==> config.mk <==
export PLATFORM = sky130hd
export DESIGN_NAME = knp2d_ctrl
export DESIGN_NICKNAME = d
export VERILOG_FILES = /design/src/knp2d_pkg.sv /design/src/knp2d_ctrl.sv
export SDC_FILE = /design/constraint.sdc
export NUM_CORES = 1
export LEC_CHECK = 0
export BUFFER_PORTS_ARGS = -buffer_cell sky130_fd_sc_hd__buf_2
export CORE_AREA = 5 5 104 106
export CTS_CLUSTER_DIAMETER = 200
export DETAILED_ROUTE_END_ITERATION = 10
export DIE_AREA = 0 0 109 111
export GPL_TIMING_DRIVEN = 0
export PLACE_DENSITY_LB_ADDON = 0.3
export SYNTH_ARGS = -nofsm -noshare
export SYNTH_HDL_FRONTEND = slang
export SYNTH_SLANG_ARGS = --single-unit
==> constraint.sdc <==
create_clock -name clk -period 2.4 [get_ports clk]
set_clock_uncertainty 0.05 [all_clocks]
set_input_delay 0.12 -clock clk [delete_from_list [all_inputs] [get_ports clk]]
set_output_delay 0.12 -clock clk [all_outputs]
set_load 0.03 [all_outputs]
==> src/knp2d_pkg.sv <==
// shared constants and controller/datapath interface types for the k-nearest point search
package knp2d_pkg;

    // store geometry
    localparam int MAX_POINTS = 64;
    localparam int COORD_BITS = 16;
    localparam int ADDR_W     = $clog2(MAX_POINTS);
    localparam int CNT_W      = $clog2(MAX_POINTS + 1);

    // neighbor list and result widths
    localparam int LIST_LEN   = MAX_POINTS - 1;
    localparam int NC_W       = 6;
    localparam int IDX_W      = 6;
    localparam int DIST_W     = 2 * COORD_BITS + 1;
    localparam logic [NC_W-1:0] NC_RESET = NC_W'(3);

    // operation codes of the func field
    localparam logic [1:0] FUNC_CLEAR = 2'd0;
    localparam logic [1:0] FUNC_ADD   = 2'd1;
    localparam logic [1:0] FUNC_QUERY = 2'd2;

    // commands from controller to datapath
    typedef struct packed {
        logic              wr_en;
        logic [ADDR_W-1:0] wr_addr;
        logic              rd_en;
        logic [ADDR_W-1:0] rd_addr;
        logic              latch_q;
        logic              scan_valid;
        logic              clear_list;
        logic              shift_out;
        logic              err_result;
    } dp_cmd_t;

    // status from datapath to controller
    typedef struct packed {
        logic busy;
    } dp_status_t;

endpackage

==> src/knp2d_ctrl.sv <==
// controller: store bookkeeping, query sequencing and result handshake
module knp2d_ctrl (
    input  logic                        clk,
    input  logic                        rst_n,
    input  logic                        in_valid,
    output logic                        in_ready,
    input  logic [1:0]                  func,
    input  logic [knp2d_pkg::IDX_W-1:0] point_index,
    input  logic                        cfg_wr_en,
    input  logic [knp2d_pkg::NC_W-1:0]  cfg_wr_data,
    output logic                        out_valid,
    input  logic                        out_ready,
    output logic                        status,
    output logic [knp2d_pkg::NC_W-1:0]  rank,
    output logic                        last,
    output knp2d_pkg::dp_cmd_t          cmd,
    input  knp2d_pkg::dp_status_t       dp_status
);
    import knp2d_pkg::*;

    typedef enum logic [2:0] {
        ST_IDLE,
        ST_READQ,
        ST_LATCHQ,
        ST_SCAN,
        ST_DRAIN,
        ST_EMIT,
        ST_ERR
    } state_t;

    state_t            state_reg, state_next;
    logic [CNT_W-1:0]  count_reg, count_next;
    logic [NC_W-1:0]   nc_reg, nc_next;
    logic [NC_W-1:0]   total_reg, total_next;
    logic [NC_W-1:0]   rank_reg, rank_next;
    logic [ADDR_W-1:0] scan_reg, scan_next;
    logic [ADDR_W-1:0] q_reg, q_next;

    logic [CNT_W-1:0]  avail;
    logic              rank_last;
    logic              scan_last;

    assign avail     = count_reg - CNT_W'(1);
    assign rank_last = (rank_reg == total_reg - NC_W'(1));
    assign scan_last = (CNT_W'(scan_reg) == avail);

    // next state and counters
    always_comb
    begin
        state_next = state_reg;
        count_next = count_reg;
        nc_next    = cfg_wr_en ? cfg_wr_data : nc_reg;
        total_next = total_reg;
        rank_next  = rank_reg;
        scan_next  = scan_reg;
        q_next     = q_reg;
        case (state_reg)
            ST_IDLE:
            begin
                if (in_valid)
                begin
                    case (func)
                        FUNC_CLEAR:
                        begin
                            count_next = '0;
                        end
                        FUNC_ADD:
                        begin
                            if (count_reg < CNT_W'(MAX_POINTS))
                            begin
                                count_next = count_reg + CNT_W'(1);
                            end
                        end
                        FUNC_QUERY:
                        begin
                            q_next    = ADDR_W'(point_index);
                            rank_next = '0;
                            scan_next = '0;
                            if (CNT_W'(point_index) >= count_reg)
                            begin
                                state_next = ST_ERR;
                            end
                            else
                            begin
                                if (CNT_W'(nc_reg) < avail)
                                begin
                                    total_next = nc_reg;
                                end
                                else
                                begin
                                    total_next = NC_W'(avail);
                                end
                                if ((nc_reg != '0) && (avail != '0))
                                begin
                                    state_next = ST_READQ;
                                end
                            end
                        end
                        default:
                        begin
                            state_next = ST_IDLE;
                        end
                    endcase
                end
            end
            ST_READQ:
            begin
                state_next = ST_LATCHQ;
            end
            ST_LATCHQ:
            begin
                state_next = ST_SCAN;
            end
            ST_SCAN:
            begin
                scan_next = scan_reg + ADDR_W'(1);
                if (scan_last)
                begin
                    state_next = ST_DRAIN;
                end
            end
            ST_DRAIN:
            begin
                if (!dp_status.busy)
                begin
                    state_next = ST_EMIT;
                end
            end
            ST_EMIT:
            begin
                if (out_ready)
                begin
                    rank_next = rank_reg + NC_W'(1);
                    if (rank_last)
                    begin
                        state_next = ST_IDLE;
                    end
                end
            end
            ST_ERR:
            begin
                if (out_ready)
                begin
                    state_next = ST_IDLE;
                end
            end
            default:
            begin
                state_next = ST_IDLE;
            end
        endcase
    end

    // state and control registers
    always_ff @(posedge clk or negedge rst_n)
    begin
        if (!rst_n)
        begin
            state_reg <= ST_IDLE;
            count_reg <= '0;
            nc_reg    <= NC_RESET;
            total_reg <= '0;
            rank_reg  <= '0;
            scan_reg  <= '0;
            q_reg     <= '0;
        end
        else
        begin
            state_reg <= state_next;
            count_reg <= count_next;
            nc_reg    <= nc_next;
            total_reg <= total_next;
            rank_reg  <= rank_next;
            scan_reg  <= scan_next;
            q_reg     <= q_next;
        end
    end

    // datapath commands
    always_comb
    begin
        cmd            = '0;
        cmd.wr_addr    = count_reg[ADDR_W-1:0];
        cmd.rd_addr    = (state_reg == ST_SCAN) ? scan_reg : q_reg;
        cmd.wr_en      = (state_reg == ST_IDLE) && in_valid && (func == FUNC_ADD)
                         && (count_reg < CNT_W'(MAX_POINTS));
        cmd.rd_en      = (state_reg == ST_READQ) || (state_reg == ST_SCAN);
        cmd.clear_list = (state_reg == ST_READQ);
        cmd.latch_q    = (state_reg == ST_LATCHQ);
        cmd.scan_valid = (state_reg == ST_SCAN) && (scan_reg != q_reg);
        cmd.shift_out  = (state_reg == ST_EMIT) && out_ready;
        cmd.err_result = (state_reg == ST_ERR);
    end

    // handshake and result control fields
    assign in_ready  = (state_reg == ST_IDLE);
    assign out_valid = (state_reg == ST_EMIT) || (state_reg == ST_ERR);
    assign status    = (state_reg == ST_ERR);
    assign rank      = rank_reg;
    assign last      = (state_reg == ST_ERR) || rank_last;

endmodule

* Word-level counts from Yosys, hierarchy flattened
Index checks and enable logic that the tools add are counted.
** Operators by class
- Add/subtract/negate cells :: 5
- $mul :: 0
- Div/mod/pow operators :: 0
- Magnitude comparators :: 3
- Equal/unequal tests :: 21
- Shift-type cells :: 0
- Multiplexer cells :: 19
- Bitwise gates (word level) :: 1
- Reduce and logical (&&, ||, !) cells :: 23
** Operator list (number)
- $mux 6 :: 5
- $mux 3 :: 8
- $pmux 6 s2 :: 2
- $pmux 3 s7 :: 1
- $ne 2x2->1 const B :: 7
- $pmux 7 s2 :: 1
- $add 6x1->6 const B :: 2
- $reduce_and 4->1 :: 3
- $eq 3x3->1 const B :: 3
- $reduce_and 8->1 :: 1
- $add 7x1->7 const B :: 1
- $eq 6x7->1 :: 1
- $ge 6x7->1 :: 1
- $lt 6x7->1 :: 1
- $lt 7x7->1 const B :: 1
- $mux 7 :: 1
- $reduce_bool 7->1 :: 1
- $sub 7x1->7 const B :: 1
- $eq 3x2->1 const B :: 2
- $eq 6x6->1 :: 1
- $logic_and 1x1->1 :: 6
- $ne 6x6->1 :: 1
- $pmux 3 s2 :: 1
- $reduce_and 3->1 :: 2
- other kinds (13) :: 18
** Word-level totals
- Register bits :: 40
- Latch bits :: 0
- RAM bits :: 0
- ROM bits :: 0
- Input port bits :: 20
- Output and inout bits :: 29
- Logic and storage cells :: 79
- Memories kept :: 0

* Depth between registers and ports, before layout
Gate-level depths: netlist of the first run.
- Depth after elaboration :: 8
- Mapped depth :: 11

* Worst setup path before layout of the first run
OpenSTA, ideal clock, no wires.
- Kind :: flip-flop to flip-flop
- From :: register count_reg[0]
- To :: register total_reg[2]
- Library setup time :: 0.135 ns
- Arrival :: 2.401 ns
- Data required time :: 2.215 ns
- Slack :: -0.186 ns
- Cell stages (with the launch flop) :: 12
- Clock period less this slack :: 2.586 ns
- Cell sequence :: dfrtp_1 -> buf_4 -> inv_1 -> ha_1 -> nor3b_1 -> xnor2_1 -> ha_1 -> nand2_1 -> a21oi_1 -> o21ai_1 -> mux2i_1 -> o21ai_0
** On the way
- Longest elaborated chain between the ends :: 3
** RTL lines
- start: declaration :: line knp2d_ctrl.sv:32 : logic [CNT_W-1:0] count_reg, count_next;
- start signal: assignment :: line knp2d_ctrl.sv:170 : count_reg <= count_next;
- $sub 7x1->7 or $ge 6x7->1 (tied branches) :: line knp2d_ctrl.sv:43, knp2d_ctrl.sv:79
- $lt 6x7->1 or $not 1->1 (tied branches)
- $mux 6 or $reduce_and 4->1 (tied branches)
- end signal: assignment :: line knp2d_ctrl.sv:172 : total_reg <= total_next;
- end: declaration :: line knp2d_ctrl.sv:34 : logic [NC_W-1:0] total_reg, total_next;
Several ways; a longest one is shown, not always the timed one.
A chain may end at the register's enable or synchronous reset.

* Final worst setup path of the first run
- From :: register count_reg[4]
- To :: register state_reg[1]
** On the way
- Longest elaborated chain between the ends :: 5
** RTL lines
- $sub 7x1->7 or $ge 6x7->1 (tied branches) :: line knp2d_ctrl.sv:43, knp2d_ctrl.sv:79
- $reduce_bool 7->1 or $mux 3 (tied branches) :: line knp2d_ctrl.sv:93, knp2d_ctrl.sv:79
- $logic_and 1x1->1 or $pmux 3 s2 (tied branches) :: line knp2d_ctrl.sv:93, knp2d_ctrl.sv:62
- $ne 4x4->1 (no line) or $mux 3 (tied branches)
- $reduce_and 8->1 (no line) or $pmux 3 s7 (tied branches)
- end signal: assignment :: line knp2d_ctrl.sv:169 : state_reg <= state_next;
- end: declaration :: line knp2d_ctrl.sv:31 : state_t state_reg, state_next;
Several ways; a longest one is shown, not always the timed one. The select of a mux whose other input is x is not followed.

==> results.py, run 1 <==
metrics = {
    "status": {
        "status": "completed",
    },
    "route": {
        "wire_per_inst_um": 14.0,
        "viasPerCell": 4.68,
        "ant_nets": 0,
        "drc": 0,
        "drt_iter0_drc": 96,
        "num_vias": 2576,
        "wl_mm": 7.69,
        "first_pass_iters": 4,
    },
    "synth": {
        "ys_warn_count": 0,
        "synth-edff-count": 0,
        "synth_area_per_cell_um2": 8.51,
        "async_reset_ff_frac": 1.00,
        "syn-num-nets": 374,
        "synth_top_area_frac": 0.332,
        "ys_ff_latch": 40,
        "yosys-top-cells-area": "dfrtp_1, nand2_1, ha_1",
        "synth_area_um2": 2870,
        "ys_types": 53,
        "synth_area_leader_cell": "dfrtp_1",
        "synthCells": 337,
        "synth_flop_cell": "dfrtp_1",
        "yosysSeqAreaShare": 0.350,
    },
    "power": {
        "ir_worst_vdd_mv": 0.415,
        "power_density_nw_per_um2": 1270,
        "power.total_uw": 4810,
        "leakagePower_uw": 0.00184,
    },
    "setup_path": {
        "startpoint_type": "flip-flop",
        "cp.arrival_ns": 2.55,
        "cp_max_fo": 7,
        "cp-end-kind": "flip-flop",
        "required_ns": 2.55,
        "setup.worst_path.class": "flip-flop to flip-flop",
    },
    "floorplan": {
        "fp.coreArea_um2": 9680,
        "initial_core_util": 0.296,
        "io_pins": 49,
        "die_h_um": 111,
        "die-area_um2": 12100,
        "row_count": 36,
        "die_w_um": 109,
    },
    "final_layout": {
        "largest_reg_flops": 7,
        "n_fill_cell": 991,
        "final_cells": 550,
        "nets": 453,
        "synthToLayoutAreaGrowth_pct": 31.9,
        "final_util": 0.390,
        "diodes": 0,
        "final_layout_size_suffix_gt1_frac": 0.305,
    },
    "clocking": {
        "numCtsBuffers": 5,
        "cts-htree-levels": 2,
        "clk_pin_slew_ns": 0.10,
        "cts_buffer_depth": 2,
        "clock_latency_ns": 0.31,
        "cts_root_buf": "clkbuf_8",
        "cts.sinks": 40,
        "cts_tree": "yes",
    },
    "placement": {
        "place_hpwl_mm": 5.62,
        "dp_cells": 517,
        "portBuffers": 47,
        "place_ws_ns": -0.304,
        "place_congestion": 0.813,
    },
    "job": {
        "maxCapViolCount": 0,
    },
    "sta": {
        "rsz0062_at_grt": "yes",
        "finalSetupTns_ns": 0,
        "tightestPinTransition_ns": 0.943,
        "post-route-period-util": 0.998,
        "fmax_ghz": 0.418,
        "setup_viol": 0,
        "worst_slack_ns": 0.00485,
        "hold_violations": 0,
        "layout_min_cycle_time_ns": 2.40,
        "slew_violations": 0,
        "slew_headroom": 0.371,
    },
    "global_routing": {
        "grt_pass1_wl_mm": 12.5,
        "grt_max_degree": 41,
        "gr-usage-all-layers": 0.128,
        "grt_overflow": 0,
        "antenna_found_initial": 0,
        "grt_pass1_vias": 2502,
    },
    "worst_hold_path": {
        "hp-class": "input pin to flip-flop",
    },
}
## where the power goes
group          internal [uW]  switching [uW]
clock network            314             283
registers                894             273
logic                   1360            1690
## synthesized netlist by cell type (3+ instances only)
master / number
a21o_1: 7
a21oi_1: 9
a31oi_1: 4
and3_1: 3
and3b_1: 3
buf_2: 3
buf_4: 9
clkbuf_1: 12
dfrtp_1: 38
ha_1: 17
inv_1: 19
mux2_2: 5
mux2i_1: 5
nand2_1: 64
nand3_1: 7
nand4_1: 5
nor2_1: 16
nor2b_1: 5
nor3_1: 5
nor3b_1: 3
nor4_1: 4
o21ai_0: 23
or3_1: 3
xnor2_1: 18
xor2_1: 15
## layout by cell type, fill, tap and decap left out, types with 3 or more instances in the layout
cell	synthesis	routed
nand4_1	5	5
dlygate4sd3_1	0	10
clkbuf_8	0	5
nand2_1	64	64
clkbuf_2	0	3
o21ai_0	23	16
buf_2	3	49
dfrtp_1	38	34
inv_1	19	17
nor4_1	4	3
xnor2_1	18	13
mux2i_1	5	5
mux2_2	5	5
nand3_1	7	7
clkbuf_1	12	6
or3_1	3	3
a21oi_1	9	7
ha_1	17	16
o21ai_1	1	7
buf_4	9	27
xnor2_2	0	5
a21o_1	7	7
nor2_1	16	16
xor2_1	15	15
dfrtp_2	0	4
nor2b_1	5	5
and3b_1	3	3
a31oi_1	4	4
and3_1	3	3
## kinds of logic after synthesis
group           count (synthesis)  share of synthesized area
compound gates                 63                      0.143
mux                            11                     0.0423
fa+ha+maj                      17                     0.0742
flops                          40                      0.350
buf+inv                        44                     0.0733
simple gates                  129                      0.216
xor+xnor                       33                      0.101
## stage by stage
step,hold WS [ns],area [um2]
after global placement,0.272,3290
after CTS,0.00305,3620
after floorplan,-0.226,2890
after detailed placement,0.273,3290
final,0.00547,3780
after global routing,0.0166,3780
## path summary, 6_finish.rpt
kind                                startpoint            to  slack (ns)  cells past startpoint
worst max-delay path              count_reg[4]  state_reg[1]       0.005                      8
worst min-delay path            point_index[3]      q_reg[3]       0.005                      3
worst max register to register    count_reg[4]  state_reg[1]       0.005                      8
worst min register to register        q_reg[4]      q_reg[4]        0.48                      2
max in group asynchronous                rst_n  count_reg[1]        1.20                      2
min in group asynchronous                rst_n      q_reg[2]        0.45                      2
## layer usage
layer  wire [um]  share of wire  global-route usage  vias to the layer above
met3         255          0.033              0.0221                        4
met1        3570           0.46               0.163                     1234
met4          61         0.0079              0.0303                        0
met2        3800           0.49               0.222                       36
met5           0              0                   0                        -
li1            -              -                   -                     1302
## critical path, stage by stage (launching register included)
cell      delay [ns]
dfrtp_2         0.47
or3_4           0.37
buf_4           0.15
buf_4           0.13
mux2_4          0.30
a21oi_4         0.13
o211ai_2        0.14
a21o_1          0.20
o32a_1          0.35
## timing repair
| item | CTS | global route |
|---|---|---|
| pin swaps | 6 | 9 |
| setup buffers | 6 | 14 |
| hold buffers | 10 | 0 |
| resized for setup | 17 | 25 |
| hold endpoints to repair | 47 | 0 |
| setup endpoints to repair | 15 | 17 |
| gates cloned | 0 | 0 |
## layout make-up
class,count,area (um2),area share
plain buffers,20,123,0.0324
clock buffers,5,68.8,0.0182
clock inverters,3,46.3,0.0122
inverters,19,73.8,0.0195
multi-input cells,253,1800,0.475
flip-flops and latches,40,1010,0.267
well taps,133,166,0.0440
repair buffers,77,498,0.132
No activity file was read; power rests on OpenSTA's default activity.
==> inputs of run 2 (changes only) <==
ABC_AREA = 1   (was default)
CORE_AREA = 5 5 87 89   (was 5 5 104 106)
DIE_AREA = 0 0 92 94   (was 0 0 109 111)
==> results.py, run 2 <==
metrics = {
    "status": {
        "status": "completed",
    },
    "sta": {
        "slew_violations": 0,
        "finalSetupTns_ns": 0,
        "setup_viol": 0,
        "rsz0062_at_grt": "yes",
        "fmax_ghz": 0.437,
        "tightestPinTransition_ns": 0.930,
        "hold_violations": 0,
        "slew_headroom": 0.380,
        "layout_min_cycle_time_ns": 2.29,
        "post-route-period-util": 0.953,
    },
    "power": {
        "power_density_nw_per_um2": 1300,
        "power.total_uw": 4820,
        "ir_worst_vdd_mv": 0.753,
        "leakagePower_uw": 0.00200,
    },
    "setup_path": {
        "cp-end-kind": "flip-flop",
        "cp_max_fo": 8,
        "reg2reg_from": "count_reg[0]",
        "endpoint": "total_reg[1]",
        "required_ns": 2.53,
        "rrSetupSlack_ns": 0.11,
        "setup.worst_path.class": "flip-flop to flip-flop",
        "startpoint_type": "flip-flop",
        "cp.arrival_ns": 2.42,
        "reg2reg_depth": 17,
        "r2r-end": "total_reg[1]",
        "startpoint": "count_reg[0]",
    },
    "synth": {
        "yosys-top-cells-area": "dfrtp_1, nand2_1, ha_1",
        "syn-num-nets": 466,
        "ys_ff_latch": 40,
        "synth_top_area_frac": 0.315,
        "synth_area_leader_cell": "dfrtp_1",
        "synth_area_um2": 3010,
        "synthTopCellsByCount": "nand2_1, inv_1, dfrtp_1",
        "async_reset_ff_frac": 1.00,
        "yosysSeqAreaShare": 0.333,
        "synthCells": 429,
        "synth_flop_cell": "dfrtp_1",
        "ys_types": 41,
        "yosysMostFrequentCell": "nand2_1",
        "ys_warn_count": 0,
        "synth-edff-count": 0,
        "synth_area_per_cell_um2": 7.03,
    },
    "clocking": {
        "cts_buffer_depth": 2,
        "clock_latency_ns": 0.30,
        "cts_tree": "yes",
        "cts-htree-levels": 2,
        "cts.sinks": 40,
        "cts_root_buf": "clkbuf_8",
        "clk_pin_slew_ns": 0.08,
        "numCtsBuffers": 5,
    },
    "floorplan": {
        "die_w_um": 92,
        "row_count": 30,
        "die-area_um2": 8650,
        "initial_core_util": 0.451,
        "io_pins": 49,
        "die_h_um": 94,
        "fp.coreArea_um2": 6680,
    },
    "placement": {
        "portBuffers": 47,
        "place_congestion": 0.919,
        "place_hpwl_mm": 5.71,
    },
    "global_routing": {
        "grt_pass1_wl_mm": 12.8,
        "grt_overflow": 0,
        "gr-usage-all-layers": 0.184,
        "grt_max_degree": 41,
        "grt_pass1_vias": 2746,
        "antenna_found_initial": 0,
    },
    "final_layout": {
        "multi_input_area_um2": 1760,
        "nets": 536,
        "final_layout_size_suffix_gt1_frac": 0.248,
        "synthToLayoutAreaGrowth_pct": 22.7,
        "layout_commonest_cell": "nand2_1",
        "n_fill_cell": 652,
        "diodes": 0,
        "largest_reg_flops": 7,
        "regArea_um2": 1010,
        "final_cell_mix": "nand2_1, inv_1, buf_2, dfrtp_1, nor2_1",
    },
    "route": {
        "first_pass_iters": 4,
        "ant_nets": 0,
        "num_vias": 2956,
        "wl_mm": 7.44,
        "viasPerCell": 5.10,
        "drc": 0,
        "wire_per_inst_um": 12.8,
        "drt_iter0_drc": 155,
    },
    "worst_hold_path": {
        "hp-class": "input pin to flip-flop",
        "min-delay-start": "point_index[5]",
    },
    "job": {
        "maxCapViolCount": 0,
    },
}
## run 2: worst min path at each step
| stage | to | slack (ns) | cells past startpoint |
|---|---|---|---|
| 2_1_floorplan | count_reg[0] | -0.23 | 0 |
| 3_3_place_gp | count_reg[3] | 0.26 | 1 |
| 3_5_place_dp | count_reg[5] | 0.25 | 1 |
| 4_1_cts | q_reg[5] | 0.004 | 3 |
| 5_1_grt | q_reg[5] | 0.02 | 3 |
| 6_report | q_reg[5] | 0.008 | 3 |
## run 2: cell families (layout without fill, tap and decap cells)
group,count (synthesis),in the layout,synth area share
AOI/OAI and AO/OA,64,64,0.121
xor gates and xnor gates,4,4,0.0162
adders and majority gates,17,17,0.0706
buffers and inverters,74,145,0.104
DFF,40,40,0.333
muxes,4,4,0.0149
and+or+nand+nor,226,226,0.341
## run 2: area by class of cell
type / count / area share
clock inverter: 1 / 0.00812
buffer: 14 / 0.0264
sequential: 40 / 0.272
clock buffer: 7 / 0.0260
multi-input combinational: 315 / 0.475
tap: 80 / 0.0271
inverter: 60 / 0.0633
timing repair buffer: 63 / 0.102
## run 2: power by group
group	switching, uW	internal (uW)	total [uW]
clock	253	367	620
combinational	1880	1140	3030
sequential	269	907	1180
total	2400	2420	4820
## run 2: per-stage QoR
stage,util,instance area [um2],hold WS [ns],cells,setup WS [ns]
5_1_grt,0.554,3700,0.0190,580,-0.0173
3_3_place_gp,0.501,3350,0.257,556,-0.286
4_1_cts,0.536,3580,0.00401,575,0.0243
6_report,0.554,3700,0.00797,580,0.113
2_1_floorplan,-,3010,-0.226,429,0.0911
3_5_place_dp,0.501,3350,0.254,556,-0.314
## run 2: repair_timing
item,4_1_cts,5_1_grt
gates cloned,0,1
gates resized for setup,5,27
hold buffers,7,0
endpoints found under the hold margin,44,0
setup buffers,4,4
pin swaps,0,4
setup endpoints to repair,6,6
## run 2: layer usage
layer / vias up / part of all wire / global-route usage
met1: 1362 / 0.44 / 0.233
met5: - / 0 / 0
met2: 63 / 0.50 / 0.317
li1: 1523 / - / -
met3: 8 / 0.043 / 0.0321
met4: 0 / 0.019 / 0.0619
## run 2: critical path: stages (launching register included)
cell and delay (ns):
dfrtp_2 0.43, inv_4 0.06, ha_1 0.15, buf_6 0.13
inv_1 0.06, nand2_2 0.08, nand2_2 0.09, ha_4 0.28
nand2_1 0.05, o21ai_2 0.11, nand4_1 0.10, nand2_1 0.11
nand2_2 0.09, buf_6 0.13, nand2_1 0.06, o21ai_1 0.06
nand2_1 0.06, o21ai_0 0.08
